$ cat config.mk
export PLATFORM = sky130hd
export DESIGN_NAME = lsb_first_bit_packer_core_flat
export DESIGN_NICKNAME = d
export VERILOG_FILES = /design/src/lbp_pkg.sv /design/src/lbp_if.sv /design/src/lsb_first_bit_packer_core.sv /design/src/lbp_ctrl.sv /design/src/lbp_dp.sv /design/src/flat_wrapper.sv
export SDC_FILE = /design/constraint.sdc
export NUM_CORES = 1
export LEC_CHECK = 0
export CAP_MARGIN = 20
export CORE_ASPECT_RATIO = 1.5
export CORE_MARGIN = 1.5
export CORE_UTILIZATION = 30
export CTS_BUF_LIST = sky130_fd_sc_hd__clkbuf_8
export CTS_CLUSTER_SIZE = 10
export DETAILED_ROUTE_END_ITERATION = 8
export DONT_BUFFER_PORTS = 1
export SLEW_MARGIN = 20
export SYNTH_ARGS = -nofsm -noshare
export SYNTH_HDL_FRONTEND = slang
export SYNTH_SLANG_ARGS = --single-unit
$ cat constraint.sdc
create_clock -name clk -period 5.55 [get_ports clk]
set_input_delay 0.8325 -clock clk [delete_from_list [all_inputs] [get_ports clk]]
set_output_delay 0.8325 -clock clk [all_outputs]
set_load 0.01 [all_outputs]
$ cat src/lbp_pkg.sv
// Shared types and constants for the LSB-first bit packer.
package lbp_pkg;

  localparam int OP_W   = 2;
  localparam int DATA_W = 32;
  localparam int CNT_W  = 6;
  localparam int BYTE_W = 8;

  localparam logic [OP_W-1:0] OP_PUT   = 2'd0;
  localparam logic [OP_W-1:0] OP_FLUSH = 2'd1;
  localparam logic [OP_W-1:0] OP_ALIGN = 2'd2;

  // Commands from the controller to the datapath.
  typedef struct packed {
    logic            load;
    logic [OP_W-1:0] op;
    logic            shift;
  } lbp_cmd_t;

  // Status from the datapath to the controller.
  typedef struct packed {
    logic has_byte;
    logic last;
  } lbp_sts_t;

endpackage : lbp_pkg

$ cat src/lbp_if.sv
// Valid/ready channel interfaces for the packer's input items and output words.
interface lbp_in_if;
  import lbp_pkg::*;
  logic              valid;
  logic              ready;
  logic [OP_W-1:0]   opcode;
  logic [DATA_W-1:0] bit_data;
  logic [CNT_W-1:0]  bit_count;
  logic              pad_ones;

  modport source (output valid, opcode, bit_data, bit_count, pad_ones, input ready);
  modport sink   (input valid, opcode, bit_data, bit_count, pad_ones, output ready);
endinterface : lbp_in_if

interface lbp_out_if;
  import lbp_pkg::*;
  logic              valid;
  logic              ready;
  logic [BYTE_W-1:0] out_byte;
  logic              last_of_run;

  modport source (output valid, out_byte, last_of_run, input ready);
  modport sink   (input valid, out_byte, last_of_run, output ready);
endinterface : lbp_out_if

$ cat src/lsb_first_bit_packer_core.sv
// Top level of the LSB-first bit packer: controller and datapath.
//
// Usage: input items arrive on in_ch (valid/ready). Opcode put appends the low
// bit_count bits of bit_data (saturated to MAX_FIELD_BITS, bits above 32 taken
// as zeros) above the held partial byte; flush pads a non-empty partial byte
// with ones or zeros (pad_ones) to a full byte; align drops the partial bits.
// Opcode three is ignored. Each completed byte leaves on out_ch as one word,
// with last_of_run set on the final word caused by the item.
// Sequencing: an item is taken while the controller is idle; its first word is
// offered in the cycle after, and further words follow one per cycle while
// out_ch.ready is high. A new item is accepted only once every word that the
// item causes has been taken (up to four for a 32-bit put), as the single
// accumulator register shifts out one byte per word taken.
// Reset (rst_n low, synchronous) empties the partial byte and returns the
// controller to idle. When the receiver stalls, the offered word is held
// unchanged and no new item is accepted until the item's last word is taken.
module lsb_first_bit_packer_core #(
  parameter int MAX_FIELD_BITS = 32
) (
  input  logic      clk,
  input  logic      rst_n,
  lbp_in_if.sink    in_ch,
  lbp_out_if.source out_ch
);
  import lbp_pkg::*;

  lbp_cmd_t cmd;
  lbp_sts_t sts;

  // Controller: owns both handshakes and issues load/shift commands.
  lbp_ctrl u_ctrl (
    .clk       (clk),
    .rst_n     (rst_n),
    .in_valid  (in_ch.valid),
    .in_ready  (in_ch.ready),
    .out_valid (out_ch.valid),
    .out_ready (out_ch.ready),
    .in_op     (in_ch.opcode),
    .cmd       (cmd),
    .sts       (sts)
  );

  // Datapath: the accumulator holds the partial byte between items and the
  // pending bytes of the current item, lowest byte offered first.
  lbp_dp #(
    .MAX_FIELD_BITS (MAX_FIELD_BITS)
  ) u_dp (
    .clk         (clk),
    .rst_n       (rst_n),
    .cmd         (cmd),
    .bit_data    (in_ch.bit_data),
    .bit_count   (in_ch.bit_count),
    .pad_ones    (in_ch.pad_ones),
    .sts         (sts),
    .out_byte    (out_ch.out_byte),
    .last_of_run (out_ch.last_of_run)
  );

endmodule : lsb_first_bit_packer_core

$ cat src/lbp_ctrl.sv
// Controller state machine: input acceptance and output word sequencing.
module lbp_ctrl (
  input  logic              clk,
  input  logic              rst_n,
  input  logic              in_valid,
  output logic              in_ready,
  output logic              out_valid,
  input  logic              out_ready,
  input  logic [1:0]        in_op,
  output lbp_pkg::lbp_cmd_t cmd,
  input  lbp_pkg::lbp_sts_t sts
);
  import lbp_pkg::*;

  localparam logic S_IDLE = 1'b0;
  localparam logic S_EMIT = 1'b1;

  logic state_r;
  logic state_nxt;

  assign in_ready  = (state_r == S_IDLE);
  assign out_valid = (state_r == S_EMIT) && sts.has_byte;

  always_comb begin
    cmd.load  = in_valid && in_ready;
    cmd.op    = in_op;
    cmd.shift = out_valid && out_ready;
  end

  always_comb begin
    state_nxt = state_r;
    case (state_r)
      S_IDLE: begin
        if (cmd.load) state_nxt = S_EMIT;
      end
      S_EMIT: begin
        if (!sts.has_byte || (cmd.shift && sts.last)) state_nxt = S_IDLE;
      end
      default: state_nxt = S_IDLE;
    endcase
  end

  always_ff @(posedge clk) begin
    if (!rst_n) begin
      state_r <= S_IDLE;
    end else begin
      state_r <= state_nxt;
    end
  end

  a_idle_no_pending: assert property (@(posedge clk) disable iff (!rst_n)
    (state_r == S_IDLE) |-> !sts.has_byte)
    else $error("controller idle while a full word is still held");
  a_load_enters_emit: assert property (@(posedge clk) disable iff (!rst_n)
    cmd.load |=> (state_r == S_EMIT))
    else $error("accepted item did not start emission");
  a_last_returns_idle: assert property (@(posedge clk) disable iff (!rst_n)
    (cmd.shift && sts.last) |=> (state_r == S_IDLE))
    else $error("controller stayed busy after the final word");

endmodule : lbp_ctrl

$ cat src/lbp_dp.sv
// Datapath: bit accumulator, field masking and alignment, byte extraction.
module lbp_dp #(
  parameter int MAX_FIELD_BITS = 32
) (
  input  logic                       clk,
  input  logic                       rst_n,
  input  lbp_pkg::lbp_cmd_t          cmd,
  input  logic [lbp_pkg::DATA_W-1:0] bit_data,
  input  logic [lbp_pkg::CNT_W-1:0]  bit_count,
  input  logic                       pad_ones,
  output lbp_pkg::lbp_sts_t          sts,
  output logic [lbp_pkg::BYTE_W-1:0] out_byte,
  output logic                       last_of_run
);
  import lbp_pkg::*;

  localparam int ACC_W  = MAX_FIELD_BITS + BYTE_W;
  localparam int TOT_W  = $clog2(ACC_W + 1);
  localparam int MAXC_W = $clog2(MAX_FIELD_BITS + 1);
  localparam int SAT_W  = (MAXC_W > CNT_W) ? MAXC_W : CNT_W;

  logic [ACC_W-1:0]  acc_r, acc_nxt;
  logic [TOT_W-1:0]  total_r, total_nxt;
  logic [2:0]        held;
  logic [SAT_W-1:0]  cnt_ext, cnt_sat;
  logic [DATA_W-1:0] masked;
  logic [ACC_W-1:0]  placed;
  logic [BYTE_W-1:0] pad;

  assign held    = total_r[2:0];
  assign cnt_ext = SAT_W'(bit_count);
  assign cnt_sat = (cnt_ext > SAT_W'(MAX_FIELD_BITS)) ? SAT_W'(MAX_FIELD_BITS) : cnt_ext;

  always_comb begin
    for (int i = 0; i < DATA_W; i++) begin
      masked[i] = bit_data[i] & (SAT_W'(i) < cnt_sat);
    end
  end

  assign placed = ACC_W'(masked) << held;
  assign pad    = pad_ones ? (BYTE_W'(8'hff) << held) : '0;

  assign sts.has_byte = (total_r >= TOT_W'(BYTE_W));
  assign sts.last     = (total_r < TOT_W'(2 * BYTE_W));
  assign out_byte     = acc_r[BYTE_W-1:0];
  assign last_of_run  = sts.last;

  always_comb begin
    acc_nxt   = acc_r;
    total_nxt = total_r;
    if (cmd.load) begin
      case (cmd.op)
        OP_PUT: begin
          acc_nxt   = acc_r | placed;
          total_nxt = TOT_W'(held) + TOT_W'(cnt_sat);
        end
        OP_FLUSH: begin
          if (held != 3'd0) begin
            acc_nxt   = acc_r | ACC_W'(pad);
            total_nxt = TOT_W'(BYTE_W);
          end
        end
        OP_ALIGN: begin
          acc_nxt   = '0;
          total_nxt = '0;
        end
        default: ;
      endcase
    end else if (cmd.shift) begin
      acc_nxt   = acc_r >> BYTE_W;
      total_nxt = total_r - TOT_W'(BYTE_W);
    end
  end

  always_ff @(posedge clk) begin
    if (!rst_n) begin
      acc_r   <= '0;
      total_r <= '0;
    end else begin
      acc_r   <= acc_nxt;
      total_r <= total_nxt;
    end
  end

  a_shift_drops_byte: assert property (@(posedge clk) disable iff (!rst_n)
    (cmd.shift && !cmd.load) |=> (total_r == $past(total_r) - TOT_W'(BYTE_W)))
    else $error("bit count did not drop by one word after a transfer");
  a_align_clears: assert property (@(posedge clk) disable iff (!rst_n)
    (cmd.load && cmd.op == OP_ALIGN) |=> (total_r == '0 && acc_r == '0))
    else $error("align left bits behind");
  a_clean_partial: assert property (@(posedge clk) disable iff (!rst_n)
    !sts.has_byte |-> ((acc_r >> total_r) == '0))
    else $error("bits set above the held count");

endmodule : lbp_dp
$ cat src/flat_wrapper.sv
// flat-port wrapper written by rule: the top's interface ports become plain ports
module lsb_first_bit_packer_core_flat import lbp_pkg::*;
#(
  parameter int MAX_FIELD_BITS = 32
)
  (clk, rst_n, in_ch_valid, in_ch_opcode, in_ch_bit_data, in_ch_bit_count, in_ch_pad_ones, in_ch_ready, out_ch_valid, out_ch_out_byte, out_ch_last_of_run, out_ch_ready);
  lbp_in_if in_ch_i ();
  lbp_out_if out_ch_i ();
  input  logic clk;
  input  logic rst_n;
  input wire logic [$bits(in_ch_i.valid)-1:0] in_ch_valid;
  input wire logic [$bits(in_ch_i.opcode)-1:0] in_ch_opcode;
  input wire logic [$bits(in_ch_i.bit_data)-1:0] in_ch_bit_data;
  input wire logic [$bits(in_ch_i.bit_count)-1:0] in_ch_bit_count;
  input wire logic [$bits(in_ch_i.pad_ones)-1:0] in_ch_pad_ones;
  output wire logic [$bits(in_ch_i.ready)-1:0] in_ch_ready;
  output wire logic [$bits(out_ch_i.valid)-1:0] out_ch_valid;
  output wire logic [$bits(out_ch_i.out_byte)-1:0] out_ch_out_byte;
  output wire logic [$bits(out_ch_i.last_of_run)-1:0] out_ch_last_of_run;
  input wire logic [$bits(out_ch_i.ready)-1:0] out_ch_ready;
  assign in_ch_i.valid = in_ch_valid;
  assign in_ch_i.opcode = in_ch_opcode;
  assign in_ch_i.bit_data = in_ch_bit_data;
  assign in_ch_i.bit_count = in_ch_bit_count;
  assign in_ch_i.pad_ones = in_ch_pad_ones;
  assign in_ch_ready = in_ch_i.ready;
  assign out_ch_valid = out_ch_i.valid;
  assign out_ch_out_byte = out_ch_i.out_byte;
  assign out_ch_last_of_run = out_ch_i.last_of_run;
  assign out_ch_i.ready = out_ch_ready;
  lsb_first_bit_packer_core #(.MAX_FIELD_BITS(MAX_FIELD_BITS)) u_core (.clk(clk), .rst_n(rst_n), .in_ch(in_ch_i), .out_ch(out_ch_i));
endmodule
==> flow_summary.ini <==
[power_and_ir_drop]
p_leak_nw = 1.36
finalPower_uw = 875
p_int_uw = 607
pwr-share-clk = 0.362
p_sw_uw = 268
pwr-share-seq = 0.406
p_sw_frac = 0.306
irDropWorstVdd_uv = 83.5
power_density_nw_per_um2 = 214
power_frac_comb = 0.232

[grt]
grt_pass1_wl_um = 21000
antenna_found_initial = 0
grt_usage = 0.184
gr-total-overflow = 0
grt_max_degree = 53
top_usage_layer = met2
grt_pass1_vias = 3945
grtUsageMet3 = 0.0235
grt.met1_usage = 0.216
grt_util_met2 = 0.324

[timing]
finalMaxSlewViolations = 0
min_period_ns = 3.00
clock_skew_ns = 0.00950
worst_slew_pin_slew_ns = 1.06
holdWs_ns = 0.461
hold_viol_final = 0
rsz0062_at_grt = no
finalWorstSetupSlack_ns = 2.55
relSlewSlack = 0.293
setup_viol = 0
setup-tns-final_ns = 0
period_share = 0.541
fmax_mhz = 333

[die]
ioPinCount = 56
die_x_um = 97.5
core_area_um2 = 13000
rows = 51
die-area_um2 = 14100
start_util = 0.309
die_y_um = 145

[run]
cap_violations = 0

[synthesis]
synthFlopType = dfxtp_1
synth_fp_nets = 586
synth_cell_types = 79
synth_seq_cells = 46
ys_async_sr_fraction = 0
ys_warn_count = 0
synth_cells = 533
synthesis.area_um2 = 4020
synth_edf_count = 0
avgSynthCellArea_um2 = 7.54
seq_area_frac_synth = 0.229

[clock_tree]
ctsResizeCount = 0
hold_buffers = 0
numCtsBuffers = 5
htree_num_levels = 2
path_clk_slew_ns = 0.09
clock_latency_ns = 0.31
clock_sinks = 46
post_cts_buffers = 0
clockBufferDepth = 2
cts-root-buf = clkbuf_8
tritoncts = yes

[critical_path]
r2r_end = u_core.u_dp.acc_r[13]$_SDFFE_PN0P_
cp-end-kind = flip-flop
cp-start-kind = flip-flop
critPathLaunch = u_core.u_dp.total_r[1]$_SDFFE_PN0P_
cp.arrival_ns = 3.20
path_delay_family = compound AO/OA/AOI/OAI gates
path_buf_inv = 1
r2r_slack_ns = 2.55
slowest_delay_ns = 0.76
crit_type = flip-flop to flip-flop
cp.required_ns = 5.75
worstReg2RegStart = u_core.u_dp.total_r[1]$_SDFFE_PN0P_
cp_slowest_cell = a31oi_4
r2r_cells = 6
path_max_fanout = 52
worstPathCellList = buf_4 > or4b_4 > a31oi_4 > a21oi_2 > a22o_1 > a221o_1

[finish]
stdcell_count = 643
final_cell_mix = nand2_1 (51), nor2_1 (44), dfxtp_1 (44)
design_area_um2 = 4100
final_common_cell = nand2_1
area_growth_pct = 1.90
final_util = 0.315
fillers = 1431
nNetsFinal = 536
drive_above_1_share = 0.0847
antennaDiodeCount = 0

[placement]
pre_cts_slack_ns = 2.46
hpwl_um = 9970
dp_cells = 635
placed_area_um2 = 3950
io_buffers = 0
gp_congestion = 0.898

[drt]
drt_iter0_markers = 590
drtAntennaViolNets = 0
routed_wirelength_um = 13400
wl_per_cell_um = 20.9
viasPerCell = 6.47
vias = 4160
first_pass_iters = 5
drc_errors = 0

[hold_path]
whs_path_depth = 2
hold_path_end = u_core.u_dp.acc_r[19]$_SDFFE_PN0P_
hold_start = u_core.u_dp.acc_r[19]$_SDFFE_PN0P_
hp-class = flip-flop to flip-flop

[status]
outcome = finished clean
==> cell usage after synthesis, types with 4 or more instances <==
cell	number	area share
a211o_1	5	0.011
a211oi_1	8	0.015
a21oi_1	30	0.037
a22o_1	13	0.028
a22oi_1	13	0.024
a311oi_1	6	0.013
a31oi_1	14	0.022
a32oi_1	5	0.011
a41oi_1	5	0.011
and2_1	4	0.0062
and3_1	5	0.0078
buf_1	5	0.0047
buf_2	23	0.029
buf_4	8	0.015
clkbuf_1	23	0.021
dfxtp_1	46	0.23
ha_1	7	0.022
inv_1	14	0.013
mux2_2	9	0.025
mux2i_1	9	0.022
nand2_1	51	0.048
nand2b_1	6	0.0093
nand3_1	6	0.0075
nor2_1	44	0.041
nor2b_1	8	0.012
nor3_1	11	0.014
nor3b_1	4	0.0075
nor4_1	4	0.0062
o211ai_1	11	0.021
o21ai_0	38	0.047
o21ai_1	6	0.0075
o221ai_1	9	0.020
o22a_1	5	0.011
o22ai_1	4	0.0062
o2bb2ai_1	5	0.011
or2_2	4	0.0062
==> cell type report <==
class / instances / area (um^2) / area share
multi-input combinational: 412 / 2750 / 0.671
sequential: 46 / 923 / 0.225
tap: 159 / 199 / 0.0486
clock buffer: 6 / 82.6 / 0.0202
clock inverter: 2 / 60.1 / 0.0147
inverter: 14 / 52.6 / 0.0128
timing repair buffer: 4 / 30.0 / 0.00733
==> logic make-up after synthesis <==
group	Yosys count	share of synthesized area
flops	46	0.229
fa+ha+maj	10	0.0318
mux	19	0.0511
xor+xnor	3	0.00654
buf+inv	75	0.0884
compound gates	221	0.400
simple gates	159	0.193
==> power by group through the flow <==
stage / Sequential (mW) / Combinational, mW / Clock [mW]
after floorplan: 0.356 / 0.179 / 0
after global placement: 0.363 / 0.197 / 0
after detailed placement: 0.363 / 0.199 / 0
after CTS: 0.355 / 0.200 / 0.321
after global routing: 0.357 / 0.222 / 0.328
final: 0.355 / 0.203 / 0.316
==> sequential cells by signal, summed over array words and instances, names as in the netlist <==
| register | cells |
|---|---|
| u_core.u_ctrl.state_r | 1 |
| u_core.u_dp.acc_r | 39 |
| u_core.u_dp.total_r | 6 |
==> how the worst max path moves through the flow <==
stage	end	slack [ns]	cells after the start
floorplan	u_core.u_dp.total_r[4]$_SDFFE_PN0P_	2.70	10
global placement	u_core.u_dp.acc_r[0]$_SDFFE_PN0P_	2.32	7
detailed placement	u_core.u_dp.acc_r[31]$_SDFFE_PN0P_	2.46	8
CTS	u_core.u_dp.acc_r[13]$_SDFFE_PN0P_	2.58	7
global route	u_core.u_dp.acc_r[13]$_SDFFE_PN0P_	2.44	7
finish	u_core.u_dp.acc_r[13]$_SDFFE_PN0P_	2.55	6
==> per-layer routing <==
metal,vias up,wire length (um)
met1,1985,5320
li1,1921,-
met5,-,0
met3,44,813
met2,210,6630
met4,0,659
==> worst reg2reg max path: stages, from the launching register on <==
cell and delay (ns):
dfxtp_2 0.32, buf_4 0.29, or4b_4 0.57, a31oi_4 0.76
a21oi_2 0.39, a22o_1 0.29, a221o_1 0.28
(Power assumes the default switching activity.)
